File: config.mk
export PLATFORM = sky130hd
export DESIGN_NAME = bounded_deque_with_search
export DESIGN_NICKNAME = d
export VERILOG_FILES = /design/src/rtl/bdq_pkg.sv /design/src/rtl/bdq_ram.sv /design/src/rtl/bounded_deque_with_search.sv
export SDC_FILE = /design/constraint.sdc
export NUM_CORES = 1
export LEC_CHECK = 0
export BUFFER_PORTS_ARGS = -buffer_cell sky130_fd_sc_hd__buf_2
export CAP_MARGIN = 10
export CORE_MARGIN = 2
export CORE_UTILIZATION = 35
export DETAILED_ROUTE_END_ITERATION = 7
export HOLD_SLACK_MARGIN = 0.06
export SYNTH_ARGS = -nofsm -noshare
export SYNTH_HDL_FRONTEND = slang
export SYNTH_SLANG_ARGS = --single-unit
File: constraint.sdc
create_clock -name clk -period 5.5 [get_ports clk]
set_input_delay 0.55 -clock clk [delete_from_list [all_inputs] [get_ports clk]]
set_output_delay 0.55 -clock clk [all_outputs]
set_load 0.02 [all_outputs]
File: src/rtl/bdq_pkg.sv
// ============================================================================
// bdq_pkg
// Shared widths, command codes and status codes of the bounded deque.
// ============================================================================
package bdq_pkg;

  localparam int unsigned BDQ_DEPTH_DEF = 16;

  localparam int unsigned KIND_W  = 3;
  localparam int unsigned VALUE_W = 32;
  localparam int unsigned STAT_W  = 2;
  localparam int unsigned OCC_W   = 5;
  localparam int unsigned OUT_W   = 8;

  localparam logic [KIND_W-1:0] KIND_PUSH_BACK  = 3'd0;
  localparam logic [KIND_W-1:0] KIND_POP_BACK   = 3'd1;
  localparam logic [KIND_W-1:0] KIND_PUSH_FRONT = 3'd2;
  localparam logic [KIND_W-1:0] KIND_POP_FRONT  = 3'd3;
  localparam logic [KIND_W-1:0] KIND_QUERY      = 3'd4;

  localparam logic [STAT_W-1:0] STAT_DONE  = 2'd0;
  localparam logic [STAT_W-1:0] STAT_EMPTY = 2'd1;
  localparam logic [STAT_W-1:0] STAT_FULL  = 2'd2;

  typedef struct packed {
    logic [OCC_W-1:0]  occupancy;
    logic [STAT_W-1:0] status;
    logic              found;
  } bdq_res_t;

endpackage

File: src/rtl/bdq_ram.sv
// ============================================================================
// bdq_ram
// Generic simple dual-port RAM with one write port and a registered read.
// ============================================================================
module bdq_ram #(
  parameter int unsigned WIDTH = 32,
  parameter int unsigned DEPTH = 16
) (
  input  logic                     clk,
  input  logic                     wr_en,
  input  logic [$clog2(DEPTH)-1:0] wr_addr,
  input  logic [WIDTH-1:0]         wr_data,
  input  logic                     rd_en,
  input  logic [$clog2(DEPTH)-1:0] rd_addr,
  output logic [WIDTH-1:0]         rd_data
);

  logic [WIDTH-1:0] mem [DEPTH];

  always_ff @(posedge clk) begin
    if (wr_en) begin
      mem[wr_addr] <= wr_data;
    end
    if (rd_en) begin
      rd_data <= mem[rd_addr];
    end
  end

endmodule

File: src/rtl/bounded_deque_with_search.sv
// ============================================================================
// bounded_deque_with_search
// Double-ended queue of signed 32-bit values in a ring RAM, with a search.
// ============================================================================
// The input channel carries one command per transfer: in_tuser holds the
// command kind and in_tdata the value. Every command produces exactly one
// result transfer holding the found flag, a status code and the occupancy
// after the command. Pushes and pops are taken one per cycle while in_tready
// is high, and their result is registered on acceptance. A membership query
// reads the ring RAM one held entry per cycle from the front and stops at
// the first match or after the last held value, holding in_tready low for
// the search; a query on an empty store reports not found without reading
// the RAM. The single read port of the RAM sets that pace. Pushing onto a
// full store or popping an empty one leaves the contents unchanged and
// reports it in the status. After reset the deque is empty; the RAM is not
// cleared. A result that the receiver does not take waits in the output
// register, and one further result can wait in a second register, after
// which in_tready is held low until the receiver takes a transfer.
// ============================================================================
module bounded_deque_with_search
  import bdq_pkg::*;
#(
  parameter int unsigned DEPTH = BDQ_DEPTH_DEF
) (
  input  logic               clk,
  input  logic               rst_n,
  input  logic               in_tvalid,
  output logic               in_tready,
  input  logic [VALUE_W-1:0] in_tdata,   // value
  input  logic [KIND_W-1:0]  in_tuser,   // kind
  output logic               out_tvalid,
  input  logic               out_tready,
  output logic [OUT_W-1:0]   out_tdata   // found, status, occupancy
);

  localparam int unsigned AW = $clog2(DEPTH);
  localparam int unsigned CW = $clog2(DEPTH + 1);
  localparam logic [AW-1:0] LAST_IDX = AW'(DEPTH - 1);

  localparam logic S_IDLE = 1'b0;
  localparam logic S_SCAN = 1'b1;

  logic               state_r, state_nxt;
  logic [AW-1:0]      front_r, front_nxt;
  logic [CW-1:0]      count_r, count_nxt;
  logic [AW-1:0]      ptr_r, ptr_nxt;
  logic [CW-1:0]      issued_r, issued_nxt;
  logic [VALUE_W-1:0] key_r, key_nxt;

  logic               out_valid_r;
  bdq_res_t           out_res_r;
  logic               pend_valid_r;
  bdq_res_t           pend_res_r;

  logic               in_xfer;
  logic               out_free;
  logic               full;
  logic               empty;
  logic               hit;
  logic [AW-1:0]      front_inc;
  logic [AW-1:0]      front_dec;
  logic [AW-1:0]      ptr_inc;
  logic [CW:0]        back_sum;
  logic [CW:0]        back_wrap;
  logic [AW-1:0]      back_addr;

  logic               wr_en;
  logic [AW-1:0]      wr_addr;
  logic               rd_en;
  logic [AW-1:0]      rd_addr;
  logic [VALUE_W-1:0] rd_data;

  logic               res_valid;
  bdq_res_t           res;

  bdq_ram #(
    .WIDTH (VALUE_W),
    .DEPTH (DEPTH)
  ) u_ram (
    .clk     (clk),
    .wr_en   (wr_en),
    .wr_addr (wr_addr),
    .wr_data (in_tdata),
    .rd_en   (rd_en),
    .rd_addr (rd_addr),
    .rd_data (rd_data)
  );

  assign in_tready = (state_r == S_IDLE) && !pend_valid_r;
  assign in_xfer   = in_tvalid && in_tready;
  assign out_free  = !out_valid_r || out_tready;

  assign full  = (count_r == CW'(DEPTH));
  assign empty = (count_r == '0);
  assign hit   = (rd_data == key_r);

  assign front_inc = (front_r == LAST_IDX) ? '0 : front_r + AW'(1);
  assign front_dec = (front_r == '0) ? LAST_IDX : front_r - AW'(1);
  assign ptr_inc   = (ptr_r == LAST_IDX) ? '0 : ptr_r + AW'(1);

  assign back_sum  = (CW+1)'(front_r) + (CW+1)'(count_r);
  assign back_wrap = (back_sum >= (CW+1)'(DEPTH)) ? back_sum - (CW+1)'(DEPTH) : back_sum;
  assign back_addr = back_wrap[AW-1:0];

  always_comb begin
    state_nxt     = state_r;
    front_nxt     = front_r;
    count_nxt     = count_r;
    ptr_nxt       = ptr_r;
    issued_nxt    = issued_r;
    key_nxt       = key_r;
    wr_en         = 1'b0;
    wr_addr       = back_addr;
    rd_en         = 1'b0;
    rd_addr       = ptr_r;
    res_valid     = 1'b0;
    res.found     = 1'b0;
    res.status    = STAT_DONE;
    res.occupancy = OCC_W'(count_r);
    unique case (state_r)
      S_IDLE: begin
        if (in_xfer) begin
          res_valid = 1'b1;
          unique case (in_tuser)
            KIND_PUSH_BACK: begin
              if (full) begin
                res.status = STAT_FULL;
              end else begin
                wr_en     = 1'b1;
                wr_addr   = back_addr;
                count_nxt = count_r + CW'(1);
              end
            end
            KIND_POP_BACK: begin
              if (empty) begin
                res.status = STAT_EMPTY;
              end else begin
                count_nxt = count_r - CW'(1);
              end
            end
            KIND_PUSH_FRONT: begin
              if (full) begin
                res.status = STAT_FULL;
              end else begin
                wr_en     = 1'b1;
                wr_addr   = front_dec;
                front_nxt = front_dec;
                count_nxt = count_r + CW'(1);
              end
            end
            KIND_POP_FRONT: begin
              if (empty) begin
                res.status = STAT_EMPTY;
              end else begin
                front_nxt = front_inc;
                count_nxt = count_r - CW'(1);
              end
            end
            KIND_QUERY: begin
              if (!empty) begin
                res_valid  = 1'b0;
                rd_en      = 1'b1;
                rd_addr    = front_r;
                ptr_nxt    = front_inc;
                issued_nxt = CW'(1);
                key_nxt    = in_tdata;
                state_nxt  = S_SCAN;
              end
            end
            default: begin
            end
          endcase
          res.occupancy = OCC_W'(count_nxt);
        end
      end
      S_SCAN: begin
        if (hit || (issued_r == count_r)) begin
          res_valid = 1'b1;
          res.found = hit;
          state_nxt = S_IDLE;
        end else begin
          rd_en      = 1'b1;
          rd_addr    = ptr_r;
          ptr_nxt    = ptr_inc;
          issued_nxt = issued_r + CW'(1);
        end
      end
    endcase
  end

  always_ff @(posedge clk) begin
    if (!rst_n) begin
      state_r      <= S_IDLE;
      front_r      <= '0;
      count_r      <= '0;
      out_valid_r  <= 1'b0;
      pend_valid_r <= 1'b0;
    end else begin
      state_r <= state_nxt;
      front_r <= front_nxt;
      count_r <= count_nxt;
      if (out_free) begin
        if (pend_valid_r) begin
          out_valid_r  <= 1'b1;
          pend_valid_r <= res_valid;
        end else begin
          out_valid_r <= res_valid;
        end
      end else if (res_valid) begin
        pend_valid_r <= 1'b1;
      end
    end
  end

  always_ff @(posedge clk) begin
    ptr_r    <= ptr_nxt;
    issued_r <= issued_nxt;
    key_r    <= key_nxt;
    if (out_free) begin
      if (pend_valid_r) begin
        out_res_r <= pend_res_r;
        if (res_valid) begin
          pend_res_r <= res;
        end
      end else if (res_valid) begin
        out_res_r <= res;
      end
    end else if (res_valid) begin
      pend_res_r <= res;
    end
  end

  assign out_tvalid = out_valid_r;
  assign out_tdata  = out_res_r;

  a_count_bound: assert property (@(posedge clk) disable iff (!rst_n)
    count_r <= CW'(DEPTH))
    else $error("Occupancy exceeds the store depth.");

  a_scan_no_write: assert property (@(posedge clk) disable iff (!rst_n)
    (state_r == S_SCAN) |-> !wr_en)
    else $error("RAM written during a search.");

  a_scan_in_range: assert property (@(posedge clk) disable iff (!rst_n)
    (state_r == S_SCAN) |-> (issued_r != '0) && (issued_r <= count_r))
    else $error("Search has read beyond the held entries.");

  a_no_result_lost: assert property (@(posedge clk) disable iff (!rst_n)
    (res_valid && pend_valid_r) |-> out_free)
    else $error("Result produced with both result registers occupied.");

  a_found_done: assert property (@(posedge clk) disable iff (!rst_n)
    (out_valid_r && out_res_r.found) |-> (out_res_r.status == STAT_DONE))
    else $error("Found flag set with a status other than done.");

endmodule
# Word level (Yosys, flattened, before mapping)
# Memory sizes are Yosys's and may differ from the RTL's. A register that Yosys moved wholly into a read port is not among the register bits.
# Cells that the tools add are included.
[word_totals]
wordCells = 120
mem_count = 1
regBits = 69
input_bits = 39
mem_bits_rw = 512
output_inout_bits = 10
[mem_list]
columns = ["memory", "depth", "word_bits", "rd", "rd_clocked_by_memory_dff", "wr", "line_no", "source"]
rows = [
  ["u_ram.mem", 16, 32, 1, 1, 1, "bdq_ram.sv:18", "logic [WIDTH-1:0] mem [DEPTH];"],
]
[classes]
magnitude_cmp = 1
reduce_logical = 19
n_mux = 59
add_sub_neg = 8
n_eq_ne = 16
bitwise_logic = 2
[ops]
columns = ["op", "count"]
rows = [
  ["2-to-1 mux 4 bit", 16],
  ["2-to-1 mux 8 bit", 5],
  ["== test 32 bit", 1],
  ["2-to-1 mux 5 bit", 6],
  ["case mux 4 bit (2 select lines)", 3],
  ["2-to-1 mux 1 bit", 21],
  ["case mux 5 bit (2 select lines)", 2],
  ["2-to-1 mux 7 bit", 2],
  ["inequality test 2 bit, second input constant", 6],
  ["adder 5 x 1 -> 5 bit, second input constant", 2],
  ["adder 4 x 1 -> 4 bit, second input constant", 2],
  ["== test 4 bit, second input constant", 2],
  ["AND reduction 4 bit", 2],
  ["subtractor 4 x 1 -> 4 bit, second input constant", 2],
  ["adder 4 x 5 -> 6 bit", 1],
  ["== test 3 x 2 -> 1 bit, second input constant", 2],
  ["greater-or-equal comparator 6 x 5 -> 1 bit, second input constant", 1],
  ["nonzero test 2 bit", 3],
  ["== test 5 bit", 1],
  ["== test 5 bit, second input constant", 1],
  ["logical NOT 5 bit", 1],
  ["AND reduction 5 bit", 1],
  ["subtractor 5 x 1 -> 5 bit, second input constant", 1],
  ["logical NOT 4 bit", 1],
  ["13 further kinds", 20],
]

# Logic depth before layout (Yosys ltp)
# Gate-level depths: netlist of the first run.
[logic_depth]
word_depth = 8
depth_mapped = 12
ltp_nobuf = 9

# Hierarchy
# From an unflattened synthesis of the first run, not the netlist that was laid out.
[unflattened]
cells_unflattened = 1135
hier_area_um2 = 23623.9
[modules_own_cells]
columns = ["mod", "seq_area_each_um2", "n_inst", "cells_per_inst", "area_each_um2"]
rows = [
  ["bdq_ram", 16335.7, 1, 838, 20155.6],
  ["bounded_deque_with_search", 1951.9, 1, 297, 3468.3],
]

# Worst setup path before layout of the first run
# OpenSTA, ideal clock, no wires.
[synth_timing]
kind = "reg2reg"
startpoint = "register count_r[1]"
endpoint = "memory u_ram.mem[6][0], enable pin"
path_stages_with_launch = 9
setup_ns = 0.421
required_time_ns = 5.079
slack_ns = 1.617
n_path_buf = 0
period_less_slack_ns = 3.883
arrival_time_ns = 3.462
path_cell_list = "dfxtp_1 -> inv_1 -> ha_1 -> nor3b_1 -> a21boi_0 -> nand3_1 -> mux2i_1 -> nand4_1 -> nor2_1"
[synth_via]
elab_chain_cells = 7
word_cells_on_any_way = 15
classes_between = "add/sub: 2; order compare: 1; eq/ne: 1; mux: 11"
[synth_lines]
columns = ["item", "line_no", "source"]
rows = [
  ["start, declared", "bounded_deque_with_search.sv:45", "logic [CW-1:0] count_r, count_nxt;"],
  ["start signal, assigned", "bounded_deque_with_search.sv:201", "count_r <= count_nxt;"],
  ["adder 4 x 5 -> 6 bit / == test 5 bit (equally long branches)", "bounded_deque_with_search.sv:101, bounded_deque_with_search.sv:93", ""],
  ["greater-or-equal comparator 6 x 5 -> 1 bit, or another cell as far along", "bounded_deque_with_search.sv:102", "assign back_wrap = (back_sum >= (CW+1)'(DEPTH)) ? back_sum - (CW+1)'(DEPTH) : back_sum;"],
  ["2-to-1 mux 4 bit / 2-to-1 mux 1 bit (equally long branches)", "-", ""],
  ["2-to-1 mux 4 bit / 2-to-1 mux 1 bit (equally long branches)", "bounded_deque_with_search.sv:142, bounded_deque_with_search.sv:122", ""],
  ["2-to-1 mux 4 bit / 2-to-1 mux 1 bit (equally long branches)", "-", ""],
  ["2-to-1 mux 4 bit / 2-to-1 mux 1 bit (equally long branches)", "bounded_deque_with_search.sv:122, bdq_ram.sv:21", ""],
  ["2-to-1 mux 4 bit / 2-to-1 mux 1 bit (equally long branches)", "bounded_deque_with_search.sv:120, bdq_ram.sv:22", ""],
  ["end, declared", "bdq_ram.sv:18", ""],
]
# Parallel ways exist; a longest one is shown, timed or not.

# Worst setup path after layout of the first run
[layout_timing]
startpoint = "register count_r[1]"
endpoint = "memory u_ram.mem[14][31], enable pin"
# The elaborated chain is that of the path after synthesis.

==> flow_summary_export.csv, run 1 <==
group,metric,value,unit
pwr,p_switching,2.09,mW
synth,synth_edf_count,601,
pwr,pwr-share-seq,0.536,
synth,yosys-top-cells-area,"edfxtp_1 67%, mux4_2 11%, mux2i_1 6.1%",
global_route,antenna_found_initial,1,
setup_path,r2r_cells,10,
cts,clkLatencyLatePin,0.62,ns
hold_path,whs_path_depth,2,
global_route,gr-total-overflow,0,
synth,syn-num-nets,1660,
pwr,leakage,10.1,nW
floorplan,core,75900,um2
setup_path,crit_fanout,22,
cts,h-tree-depth,3,
sta,setup_tns,0,ns
synth,ys_types,55,
setup_path,worst_setup_path_start_kind,"register",
global_route,first_global_vias,15443,
flow_run,maxCapViolCount,0,
layout,nNetsFinal,1716,
pwr,p_clk_frac,0.422,
synth,yosysTopAreaCell,"edfxtp_1",
synth,async_reset_ff_frac,0,
synth,avgSynthCellArea,16.7,um2
sta,slew_headroom,0.208,
setup_path,crit_slowest_cell,"nor2_4",
pwr,ir_drop,0.244,mV
floorplan,die_w,281,um
sta,rsz0062_at_grt,"no",
placed_design,dp_hpwl,42100,um
cts,clk_pin_slew,0.06,ns
cts,cts_setup_buffers,0,
cts,postCtsResizedCells,0,
placed_design,io_buffers,48,
cts,max-clock-path-buffers,3,
sta,setup_viol,0,
pwr,p_comb_frac,0.042,
layout,fill_cells,6825,
floorplan,start_util,0.353,
cts,cts_buffers,66,
synth,yosysWarnings,0,
route,via_count,15217,
synth,synth.yosys.seq_area_share,0.681,
setup_path,worstPathCellList,"inv_1 > ha_1 > nor3b_1 > a21boi_0 > buf_4 > nand3_1 > mux2i_1 > nand4_1 > nor2_4 > buf_4",
pwr,switching_share,0.216,
cts,clk_root_buffer_cell,"clkbuf_16",
setup_path,cp.required,5.80,ns
sta,hold_viol,0,
layout,regArea,18300,um2
synth,ys.flop_type,"edfxtp_1",
pwr,p_int,7.60,mW
setup_path,worst-setup-path-type,"reg -> reg",
route,post-route-drc-count,0,
synth,synth_seq_cells,613,
synth,syn_area,26800,um2
global_route,grt_max_degree,100,
sta,min_period,4.25,ns
route,wirelength,70600,um
floorplan,die_area,78900,um2
sta,fmaxAchievable,236,MHz
layout,drive_gt1_frac,0.201,
layout,fin_util,0.401,
layout,syn_to_final_growth,13.5,%
layout,multi_input_area,8190,um2
cts,cts_tree,"built",
setup_path,critPathArrivalTime,4.55,ns
placed_design,place_congestion,0.815,
floorplan,io_pins,49,
sta,tightest_slew,1.19,ns
pwr,p_per_area,318,nW/um2
global_route,track_usage,0.179,
route,drt_iter0_drc,1460,
layout,antenna_cells,0,
setup_path,cp_slowest_stage_delay,0.91,ns
setup_path,endpoint_kind,"register",
route,dr.pass1.iters,5,
synth,netlist_instances,1611,
outcome,status,"complete, no violations",
global_route,grt_pass1_wl,104000,um
setup_path,cpMostUsedCell,"buf_4",
cts,clock-sinks,613,
floorplan,placementRows,101,
hold_path,min_path_type,"in -> reg",
route,wl_per_cell,25.7,um
cts,hold_buffers,0,
sta,timing.final.crit_share,0.772,
floorplan,fp.dieH,281,um
synth,netlist.area_leader.share,0.672,
route,viasPerCell,5.55,
sta,drv_slew,0,
sta,fin_skew,0.0326,ns
route,ant_nets,0,
[power groups by stage]
stage	sequential (mW)	clock [mW]	combinational (mW)
2_1_floorplan	5.29	0	0.220
3_3_place_gp	5.29	0	0.400
3_5_place_dp	5.29	0	0.410
4_1_cts	5.19	4.17	0.411
5_1_grt	5.19	4.35	0.440
6_report	5.19	4.09	0.410
[cells in the mapped netlist (all sizes together), types with 32 or more instances]
master and count:
o22ai 32, a311oi 34, a221oi 32, nand2 121, nor3 38, nor2 100
xnor2 41, clkbuf 51, a21oi 47, edfxtp 601, buf 55, mux2i 165
mux4 128
[critical path: cells and delay by family, from the launching register on]
kind | cells | cell delay [ns]
adder cells (fa/ha/maj) | 1 | 0.25
flip-flops | 1 | 0.38
buffers and inverters | 3 | 0.66
AND/OR/NAND/NOR | 4 | 2.12
AO/OA/AOI/OAI | 1 | 0.18
multiplexers | 1 | 0.34
[flip-flops by register name, summed over array words and instances (netlist names)]
signal	count
ptr_r	4
count_r	5
out_tdata	8
pend_valid_r	1
issued_r	5
u_ram.rd_data	32
u_ram.mem	512
front_r	4
pend_res_r	8
state_r	1
key_r	32
out_tvalid	1
[cell type report]
class | instances | area share
timing repair buffer | 94 | 0.0230
inverter | 12 | 0.00152
tap | 1030 | 0.0423
clock inverter | 30 | 0.00665
clock buffer | 85 | 0.0572
multi-input combinational | 880 | 0.269
sequential | 613 | 0.600
[stage by stage]
step	cell area [um2]	hold WS, ns	std cells	setup WS (ns)	power (mW)
6_report	30500	0.220	2744	1.25	9.70
3_3_place_gp	28400	0.512	2624	1.43	5.69
2_1_floorplan	26800	0.498	1611	1.62	5.51
4_1_cts	30400	0.191	2741	1.28	9.77
5_1_grt	30500	0.238	2744	0.942	9.99
3_5_place_dp	28500	0.525	2626	1.34	5.70
[kinds of logic (layout without fill, tap and decap cells)]
kind of cell | count (synthesis) | after routing | synth area share
DFF | 613 | 613 | 0.681
xor gates and xnor gates | 50 | 50 | 0.0163
buffers and inverters | 118 | 221 | 0.0210
muxes | 300 | 300 | 0.172
and+or+nand+nor | 337 | 337 | 0.0570
AOI/OAI and AO/OA | 183 | 183 | 0.0475
adders and majority gates | 10 | 10 | 0.00494
[layout by cell type (no fill, tap or decap), types with 14 or more instances in the layout]
master	instances
a21oi_1	46
a221oi_1	32
a311oi_1	34
buf_2	48
buf_4	38
clkbuf_1	18
clkbuf_16	67
clkinv_1	14
edfxtp_1	601
mux2i_1	163
mux4_2	128
nand2_1	121
nor2_1	84
nor2_4	16
nor3_1	38
o22ai_1	32
or3_1	31
xnor2_1	41
[routing by layer]
metal / track usage / part of all wire / vias up / wire (um)
met5: 0 / 0 / - / 0
met4: 0.0551 / 0.023 / 0 / 1620
met3: 0.0278 / 0.065 / 95 / 4590
met2: 0.286 / 0.47 / 594 / 33300
met1: 0.252 / 0.44 / 7924 / 31000
li1: - / - / 6604 / -
[worst paths after layout]
path	slack (ns)	endpoint	from
setup / recovery	1.25	u_ram.mem[14][31]	count_r[1]
hold / removal	0.22	count_r[1]	rst_n
setup reg to reg	1.25	u_ram.mem[14][31]	count_r[1]
hold reg to reg	0.54	out_tdata[1]	pend_res_r[1]
(Power assumes the default switching activity.)
==> inputs of run 2 (changes only) <==
==> constraint.sdc (replaced) <==
create_clock -name clk -period 3.77 [get_ports clk]
set_input_delay 0.377 -clock clk [delete_from_list [all_inputs] [get_ports clk]]
set_output_delay 0.377 -clock clk [all_outputs]
set_load 0.02 [all_outputs]
==> run 2 against run 1 <==
Register-to-register slack lost 1.0 ns. Sequential power rose by 46%. Global-route usage down 0.90 points. Die area stayed put. Clock-buffer cell count grew 3. Design area grew 1.6%. Power grew 49%. Routed wire length is 5.9% lower. Fmax grew 21%. Clock skew is 0.010 ns lower. Critical path depth decreased by 1. Hold slack worse by 0.069 ns. Largest power group unchanged.
==> flow_summary_export.csv, run 2 (same netlist as run 1, synthesis figures left out) <==
group,metric,value,unit
sta,tightest_slew,0.704,ns
cts,clock-sinks,613,
route,drt_iter0_drc,1195,
floorplan,start_util,0.353,
sta,drv_slew,0,
floorplan,core,75900,um2
sta,slew_headroom,0.531,
setup_path,worst_setup_path_start_kind,"register",
outcome,status,"complete, no violations",
cts,clk_root_buffer_cell,"clkbuf_16",
pwr,p_int,11.3,mW
sta,fin_skew,0.0223,ns
layout,final_cell_mix,"601 x edfxtp_1, 163 x mux2i_1, 128 x mux4_2, 121 x nand2_1, 84 x nor2_1",
placed_design,dp_slack,0.298,ns
cts,postCtsResizedCells,0,
pwr,switching_share,0.214,
sta,setup_viol,0,
pwr,leakage,10.3,nW
global_route,grt_max_degree,72,
floorplan,io_pins,49,
global_route,antenna_found_initial,6,
flow_run,maxCapViolCount,0,
route,wl_per_cell,24.0,um
route,viasPerCell,5.47,
cts,cts_tree,"built",
sta,worst_slack,0.250,ns
layout,drive_gt1_frac,0.206,
route,ant_nets,0,
cts,clk_pin_slew,0.06,ns
layout,nNetsFinal,1731,
cts,cts_setup_buffers,0,
floorplan,fp.dieH,281,um
route,dr.pass1.iters,5,
floorplan,die_w,281,um
route,post-route-drc-count,0,
placed_design,place_congestion,0.798,
route,via_count,15112,
pwr,pwr-share-seq,0.525,
sta,fmaxAchievable,284,MHz
sta,rsz0062_at_grt,"no",
cts,clkLatencyLatePin,0.61,ns
hold_path,min_path_type,"in -> reg",
pwr,ir_drop,0.285,mV
global_route,track_usage,0.170,
sta,min_period,3.52,ns
setup_path,crit_fanout,47,
global_route,first_global_vias,15651,
layout,largestRegisters,"u_ram.mem x512, key_r x32, u_ram.rd_data x32",
route,wirelength,66400,um
placed_design,dp_hpwl,36000,um
layout,top_register,"u_ram.mem",
sta,timing.final.crit_share,0.934,
pwr,p_comb_frac,0.040,
placed_design,post_dp_cell_area,28900,um2
global_route,gr-total-overflow,0,
floorplan,die_area,78900,um2
pwr,total_power,14.4,mW
floorplan,placementRows,101,
setup_path,cp.required,4.12,ns
layout,largest_reg_flops,512,
setup_path,critPathArrivalTime,3.87,ns
cts,h-tree-depth,3,
cts,cts_buffers,67,
sta,hold_viol,0,
pwr,p_switching,3.09,mW
setup_path,worst-setup-path-type,"reg -> reg",
layout,final_cell_area,31000,um2
pwr,p_per_area,465,nW/um2
layout,antenna_cells,0,
layout,mostFrequentLayoutCell,"edfxtp_1",
layout,syn_to_final_growth,15.3,%
pwr,p_clk_frac,0.435,
cts,max-clock-path-buffers,3,
placed_design,io_buffers,48,
sta,whs,0.150,ns
setup_path,endpoint_kind,"register",
global_route,grt_pass1_wl,99600,um
run 2: worst max-delay path, stage by stage, from the launching register on:
cell	delay (ns)
dfxtp_1	0.38
inv_1	0.15
ha_1	0.24
or4b_1	0.61
nand4_4	0.38
mux2i_4	0.42
buf_12	0.31
mux2i_1	0.24
a221oi_1	0.10
or3_1	0.39
run 2: per-stage QoR:
stage / TNS (ns) / utilization / std cells
finish: 0 / 0.408 / 2764
detailed placement: 0 / 0.380 / 2642
global route: 0 / 0.408 / 2764
global placement: 0 / 0.380 / 2642
CTS: 0 / 0.408 / 2764
floorplan: -50.25 / - / 1611
run 2: final cells by class:
class / instances / area, um2
inverters: 12 / 46.3
repair buffers: 108 / 1060
multi-input cells: 880 / 8190
clock inverters: 33 / 304
fillers: 6762 / 45000
flip-flops and latches: 613 / 18300
well taps: 1030 / 1290
clock buffers: 88 / 1780
run 2: worst paths after layout:
| kind | end | cells past startpoint | slack, ns | startpoint |
|---|---|---|---|---|
| hold / removal | u_ram.mem[7][20] | 1 | 0.15 | in_tdata[20] |
| hold reg to reg | out_tdata[2] | 1 | 0.53 | pend_res_r[2] |
| setup reg to reg | u_ram.rd_data[15] | 9 | 0.25 | count_r[1] |
| setup / recovery | u_ram.rd_data[15] | 9 | 0.25 | count_r[1] |
run 2: power groups by stage:
stage               combinational, mW  sequential (mW)  clock, mW
floorplan                       0.321             7.72          0
global placement                0.558             7.71          0
detailed placement              0.575             7.71          0
CTS                             0.577             7.57       6.39
global route                    0.621             7.57       6.66
finish                          0.572             7.57       6.26
run 2: what timing repair did:
item / 4_1_cts / 5_1_grt
setup endpoints to repair: 0 / 0
hold endpoints to repair: 4 / 0
hold buffers: 1 / 0
run 2: metal layers:
metal	global-route usage	part of all wire	up-vias
met3	0.0304	0.057	137
met2	0.280	0.48	487
li1	-	-	6619
met4	0.0514	0.027	6
met5	0	0.00056	-
met1	0.230	0.44	7863
==> inputs of run 3 (changes only) <==
--- a/config.mk
+++ b/config.mk
@@ -11,6 +11,7 @@
 export CORE_UTILIZATION = 35
 export DETAILED_ROUTE_END_ITERATION = 7
 export HOLD_SLACK_MARGIN = 0.06
+export MAX_ROUTING_LAYER = met4
 export SYNTH_ARGS = -nofsm -noshare
 export SYNTH_HDL_FRONTEND = slang
 export SYNTH_SLANG_ARGS = --single-unit
==> constraint.sdc (replaced) <==
create_clock -name clk -period 3.3 [get_ports clk]
set_input_delay 0.33 -clock clk [delete_from_list [all_inputs] [get_ports clk]]
set_output_delay 0.33 -clock clk [all_outputs]
set_load 0.02 [all_outputs]
==> run 3 against run 2 <==
Critical path depth unchanged. Flip-flop and latch count unchanged. Design area increased by 1.3%. Critical path type unchanged. Critical endpoint is now u_ram.rd_data[7].
==> flow_summary_export.csv, run 3 (same netlist as run 1, synthesis figures left out) <==
group,metric,value,unit
sta,rsz0062_at_grt,"no",
layout,final_cells,2787,
layout,mostFrequentLayoutCell,"edfxtp_1",
route,wirelength,67500,um
floorplan,die_w,281,um
setup_path,r2r_cells,9,
sta,worst_slack,0.162,ns
cts,cts_tree,"built",
layout,fin_util,0.413,
global_route,gr-total-overflow,0,
global_route,grt_pass1_wl,100000,um
pwr,p_clk_frac,0.437,
layout,drive_gt1_frac,0.222,
pwr,switching_share,0.207,
pwr,p_switching,3.44,mW
setup_path,crit_fanout,43,
sta,drv_slew,0,
setup_path,cpLargestDelayFamily,"simple AND/OR/NAND/NOR gates",
layout,nNetsFinal,1757,
layout,final_cell_mix,"601 x edfxtp_1, 163 x mux2i_1, 128 x mux4_2, 121 x nand2_1, 84 x nor2_1",
cts,clkLatencyLatePin,0.61,ns
route,post-route-drc-count,0,
cts,h-tree-depth,3,
hold_path,whs_path_depth,1,
setup_path,critPathBufInv,2,
route,wl_per_cell,24.2,um
setup_path,critPathArrivalTime,3.49,ns
floorplan,die_area,78900,um2
setup_path,endpoint_kind,"register",
cts,clk_root_buffer_cell,"clkbuf_16",
setup_path,cp_slowest_stage_delay,0.54,ns
floorplan,start_util,0.353,
sta,fin_skew,0.0238,ns
floorplan,fp.dieH,281,um
outcome,status,"complete, no violations",
sta,whs,0.111,ns
setup_path,worstPathCellList,"inv_1 > ha_1 > or4b_4 > nand4_4 > mux2_2 > buf_4 > a21oi_1 > a221oi_1 > or3_1",
layout,largest_reg_flops,512,
sta,hold_viol,0,
floorplan,core,75900,um2
pwr,p_comb_frac,0.041,
layout,syn_to_final_growth,16.8,%
route,drt_iter0_drc,1484,
setup_path,crit_slowest_cell,"or4b_4",
setup_path,worst_setup_path_start_kind,"register",
placed_design,dp_hpwl,39000,um
global_route,antenna_found_initial,3,
floorplan,placementRows,101,
sta,setup_tns,0,ns
pwr,ir_drop,0.323,mV
placed_design,dp_slack,0.0912,ns
route,via_count,15249,
layout,fill_cells,6725,
sta,slew_headroom,0.339,
placed_design,io_buffers,48,
route,viasPerCell,5.47,
layout,top_register,"u_ram.mem",
sta,timing.final.crit_share,0.951,
placed_design,post_dp_cell_area,29200,um2
pwr,leakage,10.5,nW
route,dr.pass1.iters,5,
pwr,p_int,13.1,mW
sta,tightest_slew,0.992,ns
pwr,total_power,16.6,mW
global_route,grt_max_degree,58,
cts,max-clock-path-buffers,3,
setup_path,cp.required,3.65,ns
pwr,p_per_area,529,nW/um2
layout,largestRegisters,"u_ram.mem x512, key_r x32, u_ram.rd_data x32",
cts,clock-sinks,613,
placed_design,place_congestion,0.808,
placed_design,dp_cells,2666,
sta,setup_viol,0,
floorplan,io_pins,49,
cts,cts_buffers,67,
route,ant_nets,0,
sta,min_period,3.14,ns
setup_path,cp.depth,9,
flow_run,maxCapViolCount,0,
pwr,pwr-share-seq,0.521,
sta,fmaxAchievable,319,MHz
hold_path,min_path_type,"in -> reg",
global_route,first_global_vias,15758,
layout,final_cell_area,31300,um2
cts,clk_pin_slew,0.06,ns
setup_path,worst-setup-path-type,"reg -> reg",
global_route,track_usage,0.177,
==> run 3: area by class of cell <==
| cell class | instances | area, um2 | area share |
|---|---|---|---|
| clock inverter | 28 | 293 | 0.00934 |
| multi-input combinational | 880 | 8200 | 0.262 |
| tap | 1030 | 1290 | 0.0411 |
| inverter | 12 | 45.0 | 0.00144 |
| sequential | 613 | 18300 | 0.584 |
| timing repair buffer | 134 | 1410 | 0.0449 |
| antenna | 3 | 7.51 | 0.000239 |
| clock buffer | 87 | 1820 | 0.0579 |
==> run 3: worst register-to-register path, cell delays in order (launching register included) <==
cell,delay [ns]
dfxtp_1,0.31
inv_1,0.11
ha_1,0.22
or4b_4,0.54
nand4_4,0.24
mux2_2,0.39
buf_4,0.32
a21oi_1,0.27
a221oi_1,0.11
or3_1,0.37
==> run 3: per-layer routing <==
layer,up-vias,global-route usage,routed length (um)
li1,6686,-,-
met1,7883,0.224,27800
met2,559,0.287,33500
met3,121,0.0308,4450
met4,0,0.0609,1790
met5,-,-,0
==> run 3: path summary, 6_finish.rpt <==
| check | from | end | slack, ns |
|---|---|---|---|
| worst max-delay path | count_r[1] | u_ram.rd_data[7] | 0.16 |
| worst min-delay path | in_tdata[24] | u_ram.mem[9][24] | 0.11 |
| worst max register to register | count_r[1] | u_ram.rd_data[7] | 0.16 |
| worst min register to register | pend_res_r[2] | out_tdata[2] | 0.53 |
==> run 3: power by group through the flow <==
stage	logic, mW	clock network, mW	registers [mW]
floorplan	0.373	0	8.81
global placement	0.665	0	8.80
detailed placement	0.684	0	8.80
CTS	0.686	7.42	8.64
global route	0.743	7.70	8.64
finish	0.686	7.25	8.64
==> run 3: timing repair <==
action / in CTS / in global routing
hold buffers: 1 / 0
endpoints found under the setup margin: 0 / 146
buffers inserted: 0 / 1
gates resized for setup: 0 / 2
hold endpoints to repair: 4 / 0
